## src/rtl/core/particle_pool_update_core_assert.svh

```systemverilog
// assertion macros for the particle pool core
`ifndef PARTICLE_POOL_UPDATE_CORE_ASSERT_SVH
`define PARTICLE_POOL_UPDATE_CORE_ASSERT_SVH

// property that holds on every edge outside reset
`define PPU_ASSERT(label, prop, msg) \
  label: assert property (@(posedge clk_i) disable iff (!rst_ni) (prop)) else $error(msg);

// implication checked in the next cycle
`define PPU_ASSERT_NEXT(label, ante, cons, msg) \
  label: assert property (@(posedge clk_i) disable iff (!rst_ni) (ante) |=> (cons)) \
    else $error(msg);

`endif

```

## src/rtl/core/ppu_ram.sv

```systemverilog
// ----------------------------------------------------------------------------
// ppu_ram
// generic single port ram with registered read
// ----------------------------------------------------------------------------
module ppu_ram #(
  parameter int unsigned Width = 8,
  parameter int unsigned Depth = 16
) (
  input  logic                     clk_i,
  input  logic                     we_i,
  input  logic [$clog2(Depth)-1:0] addr_i,
  input  logic [Width-1:0]         wdata_i,
  output logic [Width-1:0]         rdata_o
);
  logic [Width-1:0] mem_q [Depth];

  always_ff @(posedge clk_i) begin
    if (we_i) mem_q[addr_i] <= wdata_i;
    rdata_o <= mem_q[addr_i];
  end
endmodule

```

## config.mk

```make
export PLATFORM = sky130hd
export DESIGN_NAME = ppu_ram
export DESIGN_NICKNAME = d
export VERILOG_FILES = /design/src/rtl/core/particle_pool_update_core_assert.svh /design/src/rtl/core/ppu_ram.sv
export SDC_FILE = /design/constraint.sdc
export NUM_CORES = 1
export LEC_CHECK = 0
export BUFFER_PORTS_ARGS = -buffer_cell sky130_fd_sc_hd__buf_2
export CAP_MARGIN = 20
export CORE_MARGIN = 1
export CORE_UTILIZATION = 53
export DETAILED_ROUTE_END_ITERATION = 6
export MAX_ROUTING_LAYER = met4
export PLACE_DENSITY_LB_ADDON = 0.2
export SYNTH_ARGS = -nofsm -noshare
export SYNTH_HDL_FRONTEND = slang
export SYNTH_SLANG_ARGS = --single-unit
```

## constraint.sdc

```tcl
create_clock -name clk_i -period 1.7 [get_ports clk_i]
set_input_delay 0.085 -clock clk_i [delete_from_list [all_inputs] [get_ports clk_i]]
set_output_delay 0.085 -clock clk_i [all_outputs]
set_load 0.1 [all_outputs]
```

## Word-level counts from Yosys, hierarchy flattened

Memories as Yosys holds them, arrays and structs flattened. A register that Yosys moved wholly into a read port is not among the register bits.
Index checks and enable logic that the tools add are counted.
W data, S select, Z words.

- Multiplexer cells: 2

Operators by type and width:

| cell | count |
|---|---|
| $mux W1 | 2 |

- Flip-flop bits (word level): 0
- Memory bits (writable): 128
- Input bits: 14
- Output and inout bits: 8
- Logic and storage cells: 3
- Memories kept: 1

Memory list:

| name | depth | width | rd ports | clocked after memory_dff | wr ports | line | source |
|---|---|---|---|---|---|---|---|
| mem_q | 16 | 8 | 1 | 1 | 1 | ppu_ram.sv:15 | `logic [Width-1:0] mem_q [Depth];` |

## Longest topological paths before layout

- Depth after elaboration: 2
- Mapped depth: 5
- Gate-level depth less buffers: 3

## Worst setup path before layout

OpenSTA, ideal clock, no wires.

- Path kind: input -> register
- Start: in addr_i[2]
- End: mem mem_q[0][0] (enable)
- Setup time: 383 ps
- Data arrival time: 1195 ps
- Required time: 1317 ps
- Setup slack: 122 ps
- Cell stages on the path: 2
- Path buffers: 0
- Path through: or3b_2 > nor3_1

RTL lines:

| what | line | source |
|---|---|---|
| start, declared | ppu_ram.sv:11 | `input logic [$clog2(Depth)-1:0] addr_i,` |
| end, declared | ppu_ram.sv:15 |  |

Straight into the memory's write port.

==> metrics.md <==
| Metric | Value |
|---|---|
| NumNets Final | `around 310` |
| Max stage delay cell, worst path | `mux4_2` |
| Overflow after GRT | `0` |
| Slew Viols, Final | `0` |
| Critical path arrival | `approximately 1.8 ns` |
| Pre-antenna DRT Iters | `4` |
| Post-CTS resize count | `0` |
| Reg2reg start | `mem_q[11][6]` |
| Worst endpoint required time | `around 2.1 ns` |
| Max cap viols | `0` |
| Startpoint Class | `register` |
| Port bufs | `21` |
| Sink Count | `~140` |
| Max FO, Critical Path | `1` |
| CP endpoint kind | `register` |
| P_sw | `around 0.0017 W` |
| Die W | `around 100 um` |
| Sequential element share of the synthesized area | `between 70% and 80%` |
| Synth cell types | `18` |
| Met1 Usage GRT | `30.0%` |
| Post-route DRC | `0` |
| GRT met2 Usage | `between 30% and 40%` |
| Worst Setup Path Type | `register to register` |
| Flop-to-flop setup slack | `around 0.27 ns` |
| Final setup violation count | `0` |
| Syn-to-layout area delta | `21.7%` |
| CTS tree | `yes` |
| Area contributors post-synth | `edfxtp_1 (76%), mux4_2 (14%), dfxtp_1 (3.2%)` |
| Commonest non-fill, non-tap cell in the layout | `edfxtp_1` |
| Avg Synthesized Cell Area | `about 22 um^2` |
| Multi-input gate area | `approximately 1000 um^2` |
| FP Rows | `35` |
| Tcrit/Tclk final | `between 80% and 90%` |
| Tmin final | `around 1.4 ns` |
| Gr busiest metal | `met2` |
| Worst Skew | `roughly 0.0063 ns` |
| Pin count of the biggest net entering global routing | `21` |
| Sequence of cells on the critical path | `mux4_2, a22oi_1, nand2_1` |
| Pleak | `2.08 nW` |
| Clock Root Buffer | `clkbuf_8` |
| Total GRT Usage | `around 23%` |
| Worst skew pair latency | `between 0.5 and 0.6 ns` |
| Internal power | `roughly 0.0061 W` |
| Inserted Clock Buffers | `17` |
| Hold Crit Depth | `4` |
| Top-area cell type share of the netlist area | `75.9%` |
| Postcts setup bufs | `0` |
| Syn nets | `between 200 and 250` |
| Antenna diodes | `0` |
| Synth Instances | `230` |
| Peak Freq | `0.698 GHz` |
| WHS Endpoint | `rdata_o[0]` |
| Global routing usage on met3 | `5.99%` |
| Sequential power share | `48.2%` |
| Routed via count | `~2,500` |
| Final Hold Violating Endpoints | `0` |
| DR vias/cell | `~5.7` |
| Power Density | `approximately 1300 nW/um^2` |
| Slew @ Worst Pin | `0.495 ns` |
| CTS H-tree lvls | `4` |
| Seq cells post-synth | `around 140` |
| Layout cells sized above 1 | `between 30 and 40%` |
| Initial DRC Count | `159` |
| Hold Path Class | `input port to register` |
| Worst reg2reg endpoint | `rdata_o[6]` |
| Commonest non-fill, non-tap cells in the layout | `edfxtp_1 (128), mux4_2 (32), buf_4 (24), buf_2 (21)` |
| Max rail drop VDD | `approximately 800 uV` |
| Antenna viol nets, final | `0` |
| Yosys warnings | `0` |
| Post-synth top area cell | `edfxtp_1` |
| Register area | `about 4000 um^2` |
| Worst Hold Slack | `0.169 ns` |
| Worst Hold Launch | `addr_i[2]` |
| CP Buf/Inv Count | `0` |
| RSZ-0062 raised after global routing | `no` |
| DIE HEIGHT | `about 100 um` |
| Fillers | `just under 600` |
| Vias in the first global route | `about 2,600` |
| Comb power frac | `just under 7%` |
| Post-DP HPWL | `approximately 6000 um` |
| Net Sw Frac | `between 20% and 30%` |
| Die area | `9960 um^2` |
| Core Region | `roughly 9000 um^2` |
| Initial Utilization | `roughly 55%` |
| Power share of the clock group | `between 40 and 50%` |
| First-pass GRT wire length | `about 15,000 um` |
| Drt wl/cell | `~23 um` |
| Rel. slew slack | `67.3%` |
| Initial antenna violation count | `0` |
| Post-CTS Hold Fix Bufs | `8` |
| Cell Area, Synth | `slightly above 5000 um^2` |
| CTS clock-pin slew for the worst setup and hold paths | `approximately 0.06 ns` |
| Worst reg2reg path depth | `3` |
| Setup TNS | `0 ns` |
| Drt total wl | `9820 um` |
| Longest Clk Path Bufs | `2` |
| Run status | `finished, final reports clean` |
| Cell family with most CP delay | `multiplexers` |
| Final RePlAce weighted congestion | `0.788` |
| IO Pins | `22` |
| Crit-path max cell delay | `between 0.5 and 0.6 ns` |
per-stage QoR:
| stage | util [%] | worst slack [ns] | power, W | area (um^2) | std cells |
|---|---|---|---|---|---|
| 6_report | 66.8 | 0.268 | 0.00783 | 6170 | 435 |
| 5_1_grt | 66.8 | 0.233 | 0.00806 | 6170 | 435 |
| 4_1_cts | 66.8 | 0.266 | 0.00789 | 6170 | 435 |
| 3_5_place_dp | 59.7 | 0.173 | 0.00437 | 5510 | 396 |
| 3_3_place_gp | 59.7 | 0.148 | 0.00436 | 5510 | 396 |
| 2_1_floorplan | - | 0.122 | 0.00419 | 5070 | 230 |
kinds of logic after synthesis:
group / Yosys count / share of synthesized area, %
flip-flops: 136 / 79.0
multiplexers: 32 / 14.2
buffers and inverters: 11 / 1.19
AO/OA/AOI/OAI: 16 / 2.37
AND/OR/NAND/NOR: 35 / 3.21
registers in the layout, indices dropped and copies added, names as in the netlist:
signal and count:
mem_q 128, rdata_o 8
cell usage after synthesis:
master    count
edfxtp_1    128
mux4_2       32
a22oi_1      16
nor2_1       13
nand2_1       9
dfxtp_1       8
buf_1         4
nor3_1        4
buf_2         2
buf_6         2
clkbuf_1      2
nand2b_1      2
nand3b_1      2
nor2b_1       2
and2_1        1
clkbuf_2      1
nand3_1       1
or3b_2        1
cell type report:
| class | count | area share [%] |
|---|---|---|
| clock buffer | 18 | 6.77 |
| multi-input combinational | 83 | 16.3 |
| tap | 129 | 2.62 |
| sequential | 136 | 64.9 |
| clock inverter | 13 | 2.54 |
| timing repair buffer | 56 | 6.90 |
how the worst max path moves through the flow:
stage	from	to	slack (ns)	depth (start not counted)
finish	mem_q[11][6]	rdata_o[6]	0.27	3
global placement	addr_i[2]	mem_q[0][3]	0.15	4
floorplan	addr_i[2]	mem_q[0][0]	0.12	2
CTS	mem_q[11][6]	rdata_o[6]	0.27	3
global route	mem_q[11][6]	rdata_o[6]	0.23	3
detailed placement	addr_i[2]	mem_q[0][6]	0.17	4
layer usage:
| layer | up-vias | part of all wire (%) |
|---|---|---|
| met5 | - | 0 |
| met4 | 0 | 1.6 |
| met3 | 11 | 6.6 |
| met2 | 71 | 51 |
| met1 | 1292 | 41 |
| li1 | 1091 | - |
worst min-delay path, cell delays in order:
cell,delay (ns)
buf_2,0.15
nor2_1,0.11
a22oi_1,0.21
nand2_1,0.07
power by group through the flow:
stage | registers, W | logic (W) | clock network (W)
finish | 0.00377 | 0.000536 | 0.00352
global route | 0.00378 | 0.000568 | 0.00371
CTS | 0.00377 | 0.000545 | 0.00357
detailed placement | 0.00384 | 0.000527 | 0
global placement | 0.00384 | 0.000520 | 0
floorplan | 0.00400 | 0.000193 | 0
Note: power is estimated with default switching activity, not from simulation.
