`config.mk`:
```
export PLATFORM = sky130hd
export DESIGN_NAME = ppu_div
export DESIGN_NICKNAME = d
export VERILOG_FILES = /design/src/rtl/core/particle_pool_update_core_assert.svh /design/src/rtl/core/ppu_pkg.sv /design/src/rtl/core/ppu_div.sv
export SDC_FILE = /design/constraint.sdc
export NUM_CORES = 1
export LEC_CHECK = 0
export BUFFER_PORTS_ARGS = -buffer_cell sky130_fd_sc_hd__buf_2
export CELL_PAD_IN_SITES_DETAIL_PLACEMENT = 0
export CELL_PAD_IN_SITES_GLOBAL_PLACEMENT = 2
export CORE_MARGIN = 3
export CORE_UTILIZATION = 35
export DETAILED_ROUTE_END_ITERATION = 10
export GPL_ROUTABILITY_DRIVEN = 0
export PLACE_DENSITY = 0.76
export SYNTH_ARGS = -nofsm -noshare
export SYNTH_HDL_FRONTEND = slang
export SYNTH_SLANG_ARGS = --single-unit
```
`constraint.sdc`:
```
create_clock -name clk_i -period 3 [get_ports clk_i]
set_input_delay 0.45 -clock clk_i [delete_from_list [all_inputs] [get_ports clk_i]]
set_output_delay 0.45 -clock clk_i [all_outputs]
set_load 0.01 [all_outputs]
```
`src/rtl/core/particle_pool_update_core_assert.svh`:
```
// assertion macros for the particle pool core
`ifndef PARTICLE_POOL_UPDATE_CORE_ASSERT_SVH
`define PARTICLE_POOL_UPDATE_CORE_ASSERT_SVH

// property that holds on every edge outside reset
`define PPU_ASSERT(label, prop, msg) \
  label: assert property (@(posedge clk_i) disable iff (!rst_ni) (prop)) else $error(msg);

// implication checked in the next cycle
`define PPU_ASSERT_NEXT(label, ante, cons, msg) \
  label: assert property (@(posedge clk_i) disable iff (!rst_ni) (ante) |=> (cons)) \
    else $error(msg);

`endif

```
`src/rtl/core/ppu_pkg.sv`:
```
// ----------------------------------------------------------------------------
// ppu_pkg
// shared types and constants of the particle pool core
// ----------------------------------------------------------------------------
package ppu_pkg;
  localparam int unsigned PoolSize = 1024;
  localparam int unsigned IdxW = 10;
  localparam int unsigned CntW = 11;

  typedef enum logic [1:0] {
    OpEmit = 2'd0,
    OpTick = 2'd1,
    OpRead = 2'd2,
    OpNone = 2'd3
  } op_e;

  typedef struct packed {
    logic               active;
    logic signed [15:0] px;
    logic signed [15:0] py;
    logic signed [15:0] vx;
    logic signed [15:0] vy;
    logic [31:0] begin_rgba;
    logic [31:0] end_rgba;
    logic [31:0] cur_rgba;
    logic [15:0] begin_size;
    logic [15:0] end_size;
    logic [15:0] cur_size;
    logic [15:0] life_span;
    logic signed [16:0] life_left;
  } rec_t;

  // stored slot layout
  localparam int unsigned RecW = $bits(rec_t);

  // divider control
  typedef struct packed {
    logic        start;
    logic [32:0] num;
    logic [15:0] den;
  } div_req_t;

  typedef struct packed {
    logic        done;
    logic [32:0] quo;
  } div_rsp_t;

  function automatic logic signed [15:0] sat16(input logic signed [17:0] v);
    if (v > 18'sd32767) return 16'sh7fff;
    if (v < -18'sd32768) return 16'sh8000;
    return v[15:0];
  endfunction
endpackage

```
`src/rtl/core/ppu_div.sv`:
```
// ----------------------------------------------------------------------------
// ppu_div
// restoring divider, one quotient bit per cycle
// ----------------------------------------------------------------------------
module ppu_div import ppu_pkg::*; (
  input  logic     clk_i,
  input  logic     rst_ni,
  input  div_req_t req_i,
  output div_rsp_t rsp_o
);
  logic [32:0] quo_q, quo_d;
  logic [16:0] rem_q, rem_d;
  logic [15:0] den_q, den_d;
  logic [5:0]  cnt_q, cnt_d;
  logic        run_q, run_d, done_q, done_d;
  logic [17:0] trial;

  always_comb begin
    quo_d = quo_q; rem_d = rem_q; den_d = den_q;
    cnt_d = cnt_q; run_d = run_q; done_d = 1'b0;
    trial = {rem_q, quo_q[32]} - {2'b00, den_q};
    if (req_i.start) begin
      quo_d = req_i.num; rem_d = '0; den_d = req_i.den;
      cnt_d = 6'd33; run_d = 1'b1;
    end else if (run_q) begin
      if (!trial[17]) begin
        rem_d = trial[16:0];
        quo_d = {quo_q[31:0], 1'b1};
      end else begin
        rem_d = {rem_q[15:0], quo_q[32]};
        quo_d = {quo_q[31:0], 1'b0};
      end
      cnt_d = cnt_q - 6'd1;
      if (cnt_q == 6'd1) begin
        run_d = 1'b0; done_d = 1'b1;
      end
    end
  end

  always_ff @(posedge clk_i or negedge rst_ni) begin
    if (!rst_ni) begin
      run_q <= 1'b0; done_q <= 1'b0; cnt_q <= '0;
    end else begin
      run_q <= run_d; done_q <= done_d; cnt_q <= cnt_d;
    end
  end

  always_ff @(posedge clk_i) begin
    quo_q <= quo_d; rem_q <= rem_d; den_q <= den_d;
  end

  assign rsp_o.done = done_q;
  assign rsp_o.quo  = quo_q;
endmodule

```
# Word-level counts from Yosys, hierarchy flattened
# Cells that the tools add are included.
# totals
regBits	74
input_bits	52
output_inout_bits	34
elab_cells	22
# op_classes
addsub	2
eq_ne	1
mux	12
n_reduce_logical	1
# op_table
op	n
$mux W33	2
$sub A18 B16 Y18	1
$mux W17	1
$mux W6	2
$mux W1	7
$eq A6 B1 Y1 const B	1
$sub A6 B1 Y6 const B	1
$reduce_bool A2 Y1	1

# Logic depth before layout (Yosys ltp)
# depth
ltp_word	4
depth_mapped	11
mapped_depth_nobuf	10

# Least setup slack after synthesis
# Ideal clock, no wire load.
# synth_timing
path_kind	reg-to-reg
start	reg den_q[15]
end	reg rem_q[3]
setup_ns	0.086
arrival_ns	2.208
t_required_ns	2.914
setup_slack_ns	0.707
stages_incl_launch_ff	11
path_buffers	1
synth_period_minus_slack_ns	2.293
cell_sequence	edfxtp_1 -> inv_1 -> ha_1 -> a211oi_2 -> nand2_1 -> or3_4 -> o31ai_4 -> nor2_4 -> buf_6 -> mux2i_1 -> a211oi_1
# synth_between
elab_chain_cells	2
# synth_rtl
element	line	source
start, declared	ppu_div.sv:13	logic [15:0] den_q, den_d;
start signal, assigned	ppu_div.sv:49	quo_q <= quo_d; rem_q <= rem_d; den_q <= den_d;
$sub A18 B16 Y18	ppu_div.sv:21	trial = {rem_q, quo_q[32]} - {2'b00, den_q};
$mux W17	ppu_div.sv:26	if (!trial[17]) begin
end signal, assigned	ppu_div.sv:49	
end, declared	ppu_div.sv:12	logic [16:0] rem_q, rem_d;
# No other way between the ends.
# A chain may end at the register's enable or synchronous reset.

# Final worst setup path
# layout_timing
start	reg den_q[15]
end	reg rem_q[16]
# Same word-level chain as after synthesis.

==> results.sh <==
export IMPL_outcome="finished clean"
export IMPL_fin_skew_ps=5.71
export IMPL_arrival_ps=2910
export IMPL_synth_fp_nets=414
export IMPL_numPortBuffers=85
export IMPL_synthArstFlopShare_pct=10.8
export IMPL_critPathMaxStageDelay_ps=390
export IMPL_timing_hold_ws_ps=292
export IMPL_rr_endpoint="rem_q[16]$_SDFFE_PP0P_"
export IMPL_worst_pin_slew_ps=620
export IMPL_numClockSinks=74
export IMPL_period_share_pct=88.8
export IMPL_p_leak_nw=2.03
export IMPL_hold_class="in2reg"
export IMPL_cp_start_kind="flop"
export IMPL_worst_path_buf_inv=2
export IMPL_setup_worst_path_end="rem_q[16]$_SDFFE_PP0P_"
export IMPL_synthTopCellsByCount="edfxtp_1, mux2_2, nor2_1, inv_1, nand2_1"
export IMPL_wl_per_cell_um=14.7
export IMPL_drc=0
export IMPL_power_w=0.00427
export IMPL_r2r_cells=10
export IMPL_synthCells=343
export IMPL_placed_cells=562
export IMPL_htreeDepth=3
export IMPL_yosysUniqueCellTypes=56
export IMPL_p_per_area_nw_per_um2=882
export IMPL_synth_seq_cells=74
export IMPL_cts_tree="done"
export IMPL_grt_max_degree=35
export IMPL_post_synth_top_area_cell="edfxtp_1"
export IMPL_die_w_um=112
export IMPL_cts_root_buf="clkbuf_16"
export IMPL_io_pins=86
export IMPL_synth_edf_count=49
export IMPL_die_h_um=112
export IMPL_ir_worst_vdd_mv=0.282
export IMPL_netlist_area_leader_share_pct=37.4
export IMPL_antenna_found_initial=0
export IMPL_grt_pass1_vias=2820
export IMPL_slew_headroom_pct=58.3
export IMPL_path_depth=10
export IMPL_yosys_warnings=0
export IMPL_setup_viol=0
export IMPL_clk_pin_slew_ps=60
export IMPL_crit_type="reg2reg"
export IMPL_startpoint="den_q[15]$_DFFE_PP_"
export IMPL_drive_gt1_share_pct=33.3
export IMPL_end_kind="flop"
export IMPL_cts_buffers=9
export IMPL_yosysMostFrequentCell="edfxtp_1"
export IMPL_num_antenna_cells=0
export IMPL_synth_area_leaders="edfxtp_1, mux2_2, dfxtp_1"
export IMPL_drt_first_pass_iters=5
export IMPL_syn2layout_area_growth_pct=22.9
export IMPL_drt_initial_drc_count=150
export IMPL_synth_seq_area_share_pct=51.1
export IMPL_path_max_fanout=14
export IMPL_start_util_pct=36.0
export IMPL_cp_required_ps=3240
export IMPL_reg2reg_from="den_q[15]$_DFFE_PP_"
export IMPL_fin_nets=505
export IMPL_wl_mm=8.54
export IMPL_dieArea_um2=12600
export IMPL_cts_resized=0
export IMPL_vias=2885
export IMPL_post_cts_setup_buffers=0
export IMPL_layoutNonFillerInstCount=579
export IMPL_maxCapViolCount=0
export IMPL_rows=38
export IMPL_synth_main_ff_cell="edfxtp_1"
export IMPL_fmaxAchievable_mhz=375
export IMPL_slowest_stage="or3_4"
export IMPL_grt_pass1_wl_mm=13.9
export IMPL_path_cells="inv_1 -> ha_1 -> a211oi_2 -> nand2_1 -> or3_4 -> o31ai_4 -> nor2_4 -> buf_4 -> a31o_1 -> a311oi_2"
export IMPL_cts_buffer_depth=2
export IMPL_ant_nets=0
export IMPL_dp_hpwl_mm=6.36
export IMPL_cp_top_family="compound AO/OA/AOI/OAI gates"
export IMPL_grt_ovfl_total=0
export IMPL_hold_depth=1
export IMPL_grt_usage_pct=13.7
export IMPL_worst_r2r_setup_slack_ps=340
export IMPL_synth_area_per_cell_um2=11.5
export IMPL_clock_latency_ps=330
export IMPL_vias_per_cell=4.98
export IMPL_setup_tns_ps=0
export IMPL_synth_area_um2=3940
export IMPL_hold_viol=0
export IMPL_fin_crit_ps=2660
export IMPL_grt_setup_unrepaired="false"
export IMPL_core_area_um2=10900
export IMPL_slew_viol_final=0
==> per-layer routing <==
metal	share of wire [%]	GRT usage [%]	vias to the layer above
li1	-	-	1455
met1	46	18.5	1355
met2	47	21.7	71
met3	5.7	3.83	4
met4	0.69	4.09	0
met5	0	0	-
==> sequential cells by signal, summed over array words and instances (netlist names) <==
register  count
cnt_q         6
rem_q        17
quo_q        33
done_q        1
den_q        16
run_q         1
==> how the worst min path moves through the flow <==
stage,from,end
floorplan,rst_ni,cnt_q[0]$_DFFE_PN0P_
global placement,rst_ni,cnt_q[5]$_DFFE_PN0P_
detailed placement,rst_ni,cnt_q[4]$_DFFE_PN0P_
CTS,req_i[5],den_q[5]$_DFFE_PP_
global route,req_i[2],den_q[2]$_DFFE_PP_
finish,req_i[1],den_q[1]$_DFFE_PP_
==> layout by cell type, fill, tap and decap left out, types with 5 or more instances in the layout <==
master	n
nor2b_1	7
mux2i_1	6
buf_4	7
inv_1	24
clkbuf_16	9
edfxtp_1	49
nand2_1	24
o21a_1	5
o21ai_0	14
a211oi_1	8
mux2_2	32
nor3_1	8
nor2_1	26
buf_2	85
ha_1	18
xor2_1	5
and3_1	5
dfrtp_1	8
a311oi_1	6
a21oi_1	12
dfxtp_1	17
xnor2_1	10
==> what timing repair did <==
action,in CTS,in global routing
endpoints found under the setup margin,0,0
hold buffers,1,0
hold endpoints to repair,8,0
==> through the flow <==
| step | worst slack (ps) | util [%] | cell area (um2) |
|---|---|---|---|
| final | 337 | 44.2 | 4840 |
| after global routing | 205 | 44.2 | 4840 |
| after CTS | 336 | 44.2 | 4840 |
| after detailed placement | 352 | 41.5 | 4540 |
| after global placement | 443 | 41.5 | 4540 |
| after floorplan | 707 | - | 3940 |
==> kinds of logic (layout without fill, tap and decap cells) <==
family          after synthesis  count (layout)  share of synthesized area [%]
buf+inv                      38             134                           4.04
fa+ha+maj                    19              19                           6.23
flops                        74              74                           51.1
simple gates                 91              91                           11.7
compound gates               68              68                           12.9
xor+xnor                     15              15                           3.34
mux                          38              38                           10.7
==> power by group <==
part	internal [W]	switching, W	total, W
Combinational	0.000767	0.000884	0.00165
Clock	0.000636	0.000404	0.00104
Sequential	0.00139	0.000188	0.00157
==> layout make-up <==
type                       count  area, um2
fill                        1056       6100
timing repair buffer          94        508
sequential                    74       2010
clock inverter                 6       57.6
inverter                      24       90.1
clock buffer                  10        229
tap                          140        175
multi-input combinational    231       1760
Power figures use the tool's default switching activity.
